### config.mk
export PLATFORM = sky130hd
export DESIGN_NAME = int64_divider
export DESIGN_NICKNAME = d
export VERILOG_FILES = /design/src/rtl/i64div_pkg.sv /design/src/rtl/int64_divider.sv
export SDC_FILE = /design/constraint.sdc
export NUM_CORES = 1
export LEC_CHECK = 0
export ABC_AREA = 1
export BUFFER_PORTS_ARGS = -buffer_cell sky130_fd_sc_hd__buf_2
export CORE_MARGIN = 2
export CORE_UTILIZATION = 49
export DETAILED_ROUTE_END_ITERATION = 10
export GPL_TIMING_DRIVEN = 0
export PLACE_DENSITY = 0.71
export SKIP_CTS_REPAIR_TIMING = 1
export SLEW_MARGIN = 20
export SYNTH_ARGS = -nofsm -noshare
export SYNTH_HDL_FRONTEND = slang
export SYNTH_SLANG_ARGS = --single-unit
### constraint.sdc
create_clock -name aclk -period 7 [get_ports aclk]
set_input_delay 0.7 -clock aclk [delete_from_list [all_inputs] [get_ports aclk]]
set_output_delay 0.7 -clock aclk [all_outputs]
set_load 0.01 [all_outputs]
### src/rtl/i64div_pkg.sv
// Package for the 64-bit divider: widths, operation codes and the microcode table.
`default_nettype none

package i64div_pkg;

    // Operand width and derived widths.
    localparam int DATA_WIDTH = 64;
    localparam int CNT_W      = $clog2(DATA_WIDTH);
    localparam int TDATA_W    = 2 * DATA_WIDTH;
    localparam int FUNC_W     = 2;
    localparam int UPC_W      = 3;

    typedef logic [UPC_W-1:0] upc_t;

    // Operation selector codes carried on the slave tuser.
    localparam logic [FUNC_W-1:0] FUNC_UNSIGNED = 2'd0;
    localparam logic [FUNC_W-1:0] FUNC_SQUOT    = 2'd1;
    localparam logic [FUNC_W-1:0] FUNC_SREM     = 2'd2;

    // Microprogram addresses.
    localparam upc_t UPC_IDLE = 3'd0;
    localparam upc_t UPC_ABS  = 3'd1;
    localparam upc_t UPC_STEP = 3'd2;
    localparam upc_t UPC_FIX  = 3'd3;
    localparam upc_t UPC_EMIT = 3'd4;

    // Datapath operation selected by a control word.
    typedef enum logic [2:0] {
        OP_NOP,
        OP_LOAD,
        OP_ABS,
        OP_STEP,
        OP_FIX,
        OP_EMIT
    } dp_op_t;

    // Jump condition tested by a control word.
    typedef enum logic [2:0] {
        COND_ALWAYS,
        COND_IN_VALID,
        COND_DIV_ZERO,
        COND_CNT_ZERO,
        COND_OUT_FREE
    } cond_t;

    // One control word: the datapath operation, whether it only fires when the
    // condition holds, the jump condition and target, and where to go otherwise.
    typedef struct packed {
        dp_op_t op;
        logic   gated;
        cond_t  cond;
        upc_t   target;
        logic   stay;
    } ctrl_word_t;

    // Read-only microprogram.
    function automatic ctrl_word_t ucode_rom(input upc_t upc);
        ctrl_word_t w;
        case (upc)
            UPC_IDLE: w = '{op: OP_LOAD, gated: 1'b1, cond: COND_IN_VALID,
                            target: UPC_ABS, stay: 1'b1};
            UPC_ABS:  w = '{op: OP_ABS, gated: 1'b0, cond: COND_DIV_ZERO,
                            target: UPC_EMIT, stay: 1'b0};
            UPC_STEP: w = '{op: OP_STEP, gated: 1'b0, cond: COND_CNT_ZERO,
                            target: UPC_FIX, stay: 1'b1};
            UPC_FIX:  w = '{op: OP_FIX, gated: 1'b0, cond: COND_ALWAYS,
                            target: UPC_EMIT, stay: 1'b0};
            UPC_EMIT: w = '{op: OP_EMIT, gated: 1'b1, cond: COND_OUT_FREE,
                            target: UPC_IDLE, stay: 1'b1};
            default:  w = '{op: OP_NOP, gated: 1'b0, cond: COND_ALWAYS,
                            target: UPC_IDLE, stay: 1'b0};
        endcase
        return w;
    endfunction

endpackage

`default_nettype wire

### src/rtl/int64_divider.sv
// Top level of the 64-bit shift-subtract divider with its microcoded sequencer.
`default_nettype none

// Integer divider, one word in and one word out.
// The slave channel takes dividend (tdata low half), divisor (tdata high half)
// and the operation on tuser: 0 unsigned quotient and remainder, 1 signed
// quotient, 2 signed remainder, 3 treated as 0.
// The master channel returns quotient (tdata low half), remainder (tdata high
// half) and the divide-by-zero flag on tuser; results are zero on that flag.
// A short microprogram steps a plain datapath: load, magnitude, one restoring
// subtract step per quotient bit, sign fix-up and hand-over.
// After acceptance the sequencer runs one magnitude step, the single one-bit
// restoring step once per quotient bit, one fix-up step and one hand-over
// step; a zero divisor skips the loop and the fix-up. One division runs at a
// time, so a new word is accepted once the previous result has moved into
// the output register.
// The output register holds a finished result while the receiver stalls;
// the sequencer waits at its hand-over step until that register is free.
// Reset returns the sequencer to idle and empties the output register.
module int64_divider (
    input  wire logic                          aclk,
    input  wire logic                          aresetn,
    input  wire logic                          s_tvalid,
    output logic                               s_tready,
    // dividend [63:0], divisor [127:64]
    input  wire logic [i64div_pkg::TDATA_W-1:0] s_tdata,
    // func [1:0]
    input  wire logic [i64div_pkg::FUNC_W-1:0]  s_tuser,
    output logic                               m_tvalid,
    input  wire logic                          m_tready,
    // quotient [63:0], remainder [127:64]
    output logic [i64div_pkg::TDATA_W-1:0]      m_tdata,
    // divide_by_zero [0]
    output logic [0:0]                         m_tuser
);

    localparam int DW = i64div_pkg::DATA_WIDTH;

    // Sequencer state.
    i64div_pkg::upc_t upc_reg, upc_next;
    i64div_pkg::ctrl_word_t cw;
    logic cond_true;
    logic op_en;

    // Datapath registers.
    logic [i64div_pkg::FUNC_W-1:0] func_reg;
    logic [DW-1:0] n_reg, n_next;
    logic [DW-1:0] d_reg, d_next;
    logic [DW-1:0] r_reg, r_next;
    logic nneg_reg, nneg_next;
    logic dneg_reg, dneg_next;
    logic dz_reg, dz_next;
    logic [i64div_pkg::CNT_W-1:0] cnt_reg, cnt_next;

    // Output register.
    logic m_valid_reg, m_valid_next;
    logic [i64div_pkg::TDATA_W-1:0] m_data_reg;
    logic m_dz_reg;

    logic signed_mode;
    logic out_free;
    logic [DW-1:0] shift_r;
    logic          ge;
    logic [DW-1:0] n_neg, d_neg, r_neg;

    assign signed_mode = (func_reg == i64div_pkg::FUNC_SQUOT) ||
                         (func_reg == i64div_pkg::FUNC_SREM);
    assign out_free    = !m_valid_reg || m_tready;

    // Control word fetch and condition test.
    always_comb begin
        cw = i64div_pkg::ucode_rom(upc_reg);
        case (cw.cond)
            i64div_pkg::COND_ALWAYS:   cond_true = 1'b1;
            i64div_pkg::COND_IN_VALID: cond_true = s_tvalid;
            i64div_pkg::COND_DIV_ZERO: cond_true = (d_reg == '0);
            i64div_pkg::COND_CNT_ZERO: cond_true = (cnt_reg == '0);
            i64div_pkg::COND_OUT_FREE: cond_true = out_free;
            default:                   cond_true = 1'b0;
        endcase
        op_en = !cw.gated || cond_true;
    end

    // Next microprogram address.
    always_comb begin
        if (cond_true) begin
            upc_next = cw.target;
        end else if (cw.stay) begin
            upc_next = upc_reg;
        end else begin
            upc_next = upc_reg + i64div_pkg::UPC_W'(1);
        end
    end

    // Outputs of the sequencer towards the ports.
    always_comb begin
        s_tready = (upc_reg == i64div_pkg::UPC_IDLE);
        m_tvalid = m_valid_reg;
        m_tdata  = m_data_reg;
        m_tuser  = m_dz_reg;
    end

    // Shared arithmetic: negators and the restoring step.
    assign n_neg   = ~n_reg + DW'(1);
    assign d_neg   = ~d_reg + DW'(1);
    assign r_neg   = ~r_reg + DW'(1);
    assign shift_r = {r_reg[DW-2:0], n_reg[DW-1]};
    assign ge      = r_reg[DW-1] || (shift_r >= d_reg);

    // Datapath next values under the current control word.
    always_comb begin
        n_next    = n_reg;
        d_next    = d_reg;
        r_next    = r_reg;
        nneg_next = nneg_reg;
        dneg_next = dneg_reg;
        dz_next   = dz_reg;
        cnt_next  = cnt_reg;
        case (cw.op)
            i64div_pkg::OP_LOAD: begin
                if (op_en) begin
                    n_next = s_tdata[DW-1:0];
                    d_next = s_tdata[2*DW-1:DW];
                end
            end
            i64div_pkg::OP_ABS: begin
                nneg_next = signed_mode && n_reg[DW-1];
                dneg_next = signed_mode && d_reg[DW-1];
                n_next    = (signed_mode && n_reg[DW-1]) ? n_neg : n_reg;
                d_next    = (signed_mode && d_reg[DW-1]) ? d_neg : d_reg;
                r_next    = '0;
                dz_next   = (d_reg == '0);
                cnt_next  = i64div_pkg::CNT_W'(DW - 1);
            end
            i64div_pkg::OP_STEP: begin
                r_next   = ge ? (shift_r - d_reg) : shift_r;
                n_next   = {n_reg[DW-2:0], ge};
                cnt_next = cnt_reg - i64div_pkg::CNT_W'(1);
            end
            i64div_pkg::OP_FIX: begin
                if (func_reg == i64div_pkg::FUNC_SQUOT) begin
                    n_next = (nneg_reg ^ dneg_reg) ? n_neg : n_reg;
                    r_next = '0;
                end else if (func_reg == i64div_pkg::FUNC_SREM) begin
                    n_next = '0;
                    r_next = nneg_reg ? r_neg : r_reg;
                end
            end
            default: begin
            end
        endcase
    end

    // Output register valid: set on hand-over, cleared when taken.
    always_comb begin
        m_valid_next = m_valid_reg;
        if (m_valid_reg && m_tready) begin
            m_valid_next = 1'b0;
        end
        if (cw.op == i64div_pkg::OP_EMIT && op_en) begin
            m_valid_next = 1'b1;
        end
    end

    // Control registers.
    always_ff @(posedge aclk) begin
        if (!aresetn) begin
            upc_reg     <= i64div_pkg::UPC_IDLE;
            m_valid_reg <= 1'b0;
        end else begin
            upc_reg     <= upc_next;
            m_valid_reg <= m_valid_next;
        end
    end

    // Payload registers.
    always_ff @(posedge aclk) begin
        if (cw.op == i64div_pkg::OP_LOAD && op_en) begin
            func_reg <= s_tuser;
        end
        n_reg    <= n_next;
        d_reg    <= d_next;
        r_reg    <= r_next;
        nneg_reg <= nneg_next;
        dneg_reg <= dneg_next;
        dz_reg   <= dz_next;
        cnt_reg  <= cnt_next;
        if (cw.op == i64div_pkg::OP_EMIT && op_en) begin
            m_data_reg <= dz_reg ? '0 : {r_reg, n_reg};
            m_dz_reg   <= dz_reg;
        end
    end

`ifndef SYNTH
    // An accepted word always moves the sequencer on to the magnitude step.
    a_accept_to_abs: assert property (@(posedge aclk) disable iff (!aresetn)
        (s_tvalid && s_tready) |=> (upc_reg == i64div_pkg::UPC_ABS))
        else $error("accepted word did not start the magnitude step");

    // A new result only appears after the hand-over step.
    a_result_from_emit: assert property (@(posedge aclk) disable iff (!aresetn)
        $rose(m_tvalid) |-> ($past(upc_reg) == i64div_pkg::UPC_EMIT))
        else $error("result appeared outside the hand-over step");

    // The bit counter counts down once per restoring step.
    a_step_count: assert property (@(posedge aclk) disable iff (!aresetn)
        (upc_reg == i64div_pkg::UPC_STEP && cnt_reg != '0) |=>
        (upc_reg == i64div_pkg::UPC_STEP &&
         cnt_reg == $past(cnt_reg) - i64div_pkg::CNT_W'(1)))
        else $error("restoring loop lost its count");

    // The loop leaves for the sign fix-up once the last bit is done.
    a_loop_exit: assert property (@(posedge aclk) disable iff (!aresetn)
        (upc_reg == i64div_pkg::UPC_STEP && cnt_reg == '0) |=>
        (upc_reg == i64div_pkg::UPC_FIX))
        else $error("restoring loop did not exit to fix-up");

    // A divide-by-zero result carries zero quotient and remainder.
    a_dz_zero: assert property (@(posedge aclk) disable iff (!aresetn)
        (m_tvalid && m_tuser[0]) |-> (m_tdata == '0))
        else $error("divide by zero with nonzero data");
`endif

endmodule

`default_nettype wire
==> results.py <==
metrics = {
    "global_route": {
        "met1_usage_pct": 54.2,
        "grtUsageMet2_pct": 56.1,
        "top_usage_layer": "met2",
        "grtUsageTotal_pct": 38.0,
        "first_global_vias": 26000,
        "grt_pass1_wl_mm": 159,
        "use_met3_pct": 6.79,
        "antenna_found_initial": 4,
        "grt_overflow": 0,
        "grt_max_degree": 83,
    },
    "clock_tree": {
        "cts_tree": "built",
        "clock_latency_ns": 0.58,
        "h-tree-depth": 2,
        "max-clock-path-buffers": 3,
        "root_buffer": "clkbuf_16",
        "clock_sinks": 336,
        "path_clk_slew_ns": 0.06,
        "cts_buffers": 40,
    },
    "floorplan": {
        "ios": 265,
        "die_w_um": 238,
        "die_h_um": 238,
        "rows": 85,
        "die_area_um2": 56500,
        "initial_core_util_pct": 49.6,
        "core_um2": 53900,
    },
    "sta": {
        "finalSetupViolCount": 0,
        "skew_ns": 0.0184,
        "period_share_pct": 56.8,
        "final.min_clock_period_ns": 3.98,
        "fin_setup_tns_ns": 0,
        "tightest_slew_ns": 1.14,
        "hold_viol": 0,
        "relSlewSlack_pct": 23.8,
        "whs_ns": 0.297,
        "rsz0062_at_grt": "no",
        "slew_violations": 0,
        "timing.fmax_mhz": 251,
    },
    "synth": {
        "synth_seq_area_share_pct": 37.6,
        "synth_cells": 3968,
        "yosysWarnings": 0,
        "synth_top_cell_area_share_pct": 37.3,
        "synth-edff-count": 332,
        "avgSynthCellArea_um2": 6.74,
        "synth_area_um2": 26700,
        "synthArstFlopShare_pct": 0,
        "synthTopCellsByArea": "edfxtp_1 37%, nand2_1 18%, inv_1 8.2%",
        "synth_largest_area_cell": "edfxtp_1",
        "synth_cell_types": 55,
        "yosys_most_used_dff": "edfxtp_1",
        "syn_nets": 4179,
        "ys_ff_latch": 336,
    },
    "power_and_ir_drop": {
        "p_int_mw": 8.23,
        "seqPwrFrac_pct": 24.4,
        "power_density_nw_per_um2": 603,
        "ir_drop_mv": 0.276,
        "combinationalPowerShare_pct": 63.7,
        "switching_power_mw": 10.2,
        "switching_share_pct": 55.3,
        "clkPwrFrac_pct": 11.9,
        "power.leakage_nw": 14.3,
    },
    "critical_path": {
        "end_kind": "flip-flop",
        "cp_common_cell": "nand2_1",
        "critPathMaxFanout": 82,
        "cp_top_family": "simple AND/OR/NAND/NOR gates",
        "startpoint_type": "flip-flop",
        "slowest_stage": "edfxtp_1",
        "worstPathArrival_ns": 4.18,
        "max_stage_delay_ns": 0.60,
        "critical_path_required_ns": 7.21,
        "cp.depth": 14,
        "path_cells": "inv_1 -> ha_1 -> buf_4 -> nand2_1 -> nor2_1 -> inv_2 -> nor2_4 -> nand2_2 -> nor2_2 -> nand3_1 -> nand4_2 -> nand2_1 -> inv_6 -> buf_16",
        "critPathKind": "flip-flop to flip-flop",
        "critPathBufInv": 5,
        "r2r_cells": 14,
    },
    "route": {
        "routed_wl_mm": 109,
        "num_vias": 28400,
        "drtIter0Drc": 3656,
        "drcViolationCount": 0,
        "avgViaCountPerCell": 5.67,
        "antenna_left": 0,
        "drt_pass1_iterations": 7,
        "wire_per_inst_um": 21.8,
    },
    "final_layout": {
        "instances_no_fill": 5017,
        "nNetsFinal": 4499,
        "drive_gt1_share_pct": 12.1,
        "fillerInstances": 5458,
        "largest_reg_flops": 128,
        "area.growth.synth_to_final_pct": 14.2,
    },
    "run": {
        "max_cap_violations": 0,
    },
    "placement": {
        "place_inst": 4942,
        "hpwl_mm": 89.4,
        "numPortBuffers": 264,
        "gp_congestion": 1.03,
    },
    "worst_hold_path": {
        "whs_path_depth": 1,
        "min_path_type": "input port to flip-flop",
    },
    "run_status": {
        "status": "finished clean",
    },
}
layout by cell type, fill, tap and decap left out, drive strengths merged:
cell	synthesis	layout
nand2	1272	1272
inv	621	624
nor2	611	611
nand3	398	398
edfxtp	332	332
buf	46	324
a21oi	126	126
nand4	91	91
clkbuf	42	89
o21ai	87	87
ha	76	76
nor3	60	60
a31oi	50	50
xor2	44	44
xnor2	34	34
nor4	23	23
clkinv	2	16
nand3b	12	12
or2	9	9
bufinv	0	5
and2	5	5
o211ai	4	4
clkinvlp	0	4
dfxtp	4	4
o31ai	3	3
diode	0	2
a221oi	2	2
nor3b	2	2
o311ai	2	2
o21bai	1	1
and3	1	1
nor4b	1	1
a22o	1	1
o2111ai	1	1
or3	1	1
a21boi	1	1
or4	1	1
o221ai	1	1
fa	1	1
Yosys cell counts, types with 3 or more instances:
cell type,n
ha_1,76
nand2_2,19
edfxtp_1,332
and2_1,4
nor2_2,28
buf_2,33
nand2_1,1249
nand3b_1,12
nor2_8,3
nor3_1,51
buf_6,9
o21ai_0,74
o31ai_1,3
nor3_2,6
buf_4,3
o211ai_1,4
dfxtp_1,4
nor2_4,12
nor4_1,20
a21oi_1,123
nand2_4,4
inv_2,35
nand4_1,90
nand3_1,393
nand3_2,5
nor2_1,568
clkbuf_1,42
inv_1,586
a21oi_2,3
nor3_4,3
a31oi_1,50
xor2_1,44
xnor2_1,34
o21ai_1,12
or2_2,9
layer usage:
layer / vias up / wire length (um)
met5: - / 0
li1: 13400 / -
met4: 0 / 5330
met3: 277 / 12100
met1: 13100 / 46700
met2: 1627 / 45200
cells by family (layout without fill, tap and decap cells):
kind of cell	Yosys count	in the layout	share of synthesized area, %
compound gates	279	279	5.69
xor+xnor	78	78	2.55
other cells	0	2	0
fa+ha+maj	77	77	3.63
flops	336	336	37.6
buf+inv	711	1062	10.5
simple gates	2487	2487	40.1
through the flow:
| step | worst slack, ns | power, mW | util (%) | cell area (um^2) |
|---|---|---|---|---|
| 2_1_floorplan | 0.426 | 11.7 | - | 26700 |
| 3_3_place_gp | -2.48 | 15.3 | 53.7 | 28900 |
| 3_5_place_dp | 3.19 | 15.8 | 54.2 | 29200 |
| 4_1_cts | 3.16 | 18.0 | 56.6 | 30500 |
| 5_1_grt | 2.91 | 19.5 | 56.6 | 30500 |
| 6_report | 3.02 | 18.4 | 56.6 | 30500 |
final cells by class:
type	instances	area (um^2)	share of cell area [%]
Buffer	88	462	1.51
Antenna cell	2	5.00	0.0164
Timing Repair Buffer	278	1560	5.12
Sequential cell	336	10000	32.9
Clock inverter	26	274	0.897
Tap cell	696	871	2.85
Multi-Input combinational cell	2921	13900	45.6
Clock buffer	47	1050	3.43
Inverter	623	2340	7.67
power by group through the flow:
stage / clock, mW / sequential (mW) / combinational [mW]
2_1_floorplan: 0 / 4.27 / 7.41
3_3_place_gp: 0 / 4.56 / 10.7
3_5_place_dp: 0 / 4.48 / 11.3
4_1_cts: 2.19 / 4.45 / 11.4
5_1_grt: 2.25 / 4.55 / 12.7
6_report: 2.19 / 4.50 / 11.7
worst register-to-register path: stages (launching register included):
cell and delay (ns):
edfxtp_1 0.60, inv_1 0.19, ha_1 0.16, buf_4 0.16
nand2_1 0.08, nor2_1 0.24, inv_2 0.14, nor2_4 0.21
nand2_2 0.13, nor2_2 0.31, nand3_1 0.15, nand4_2 0.19
nand2_1 0.17, inv_6 0.39, buf_16 0.37
final timing paths:
path                          from                         to  slack (ns)
max             d_reg[0]$_DFFE_PP_  m_tdata[69]$_SDFFCE_PP0P_        3.02
min                     s_tuser[1]      func_reg[1]$_DFFE_PP_        0.30
max reg2reg     d_reg[0]$_DFFE_PP_  m_tdata[69]$_SDFFCE_PP0P_        3.02
min reg2reg  m_tvalid$_SDFFE_PN0P_      m_tvalid$_SDFFE_PN0P_        0.49
Power figures use the tool's default switching activity.
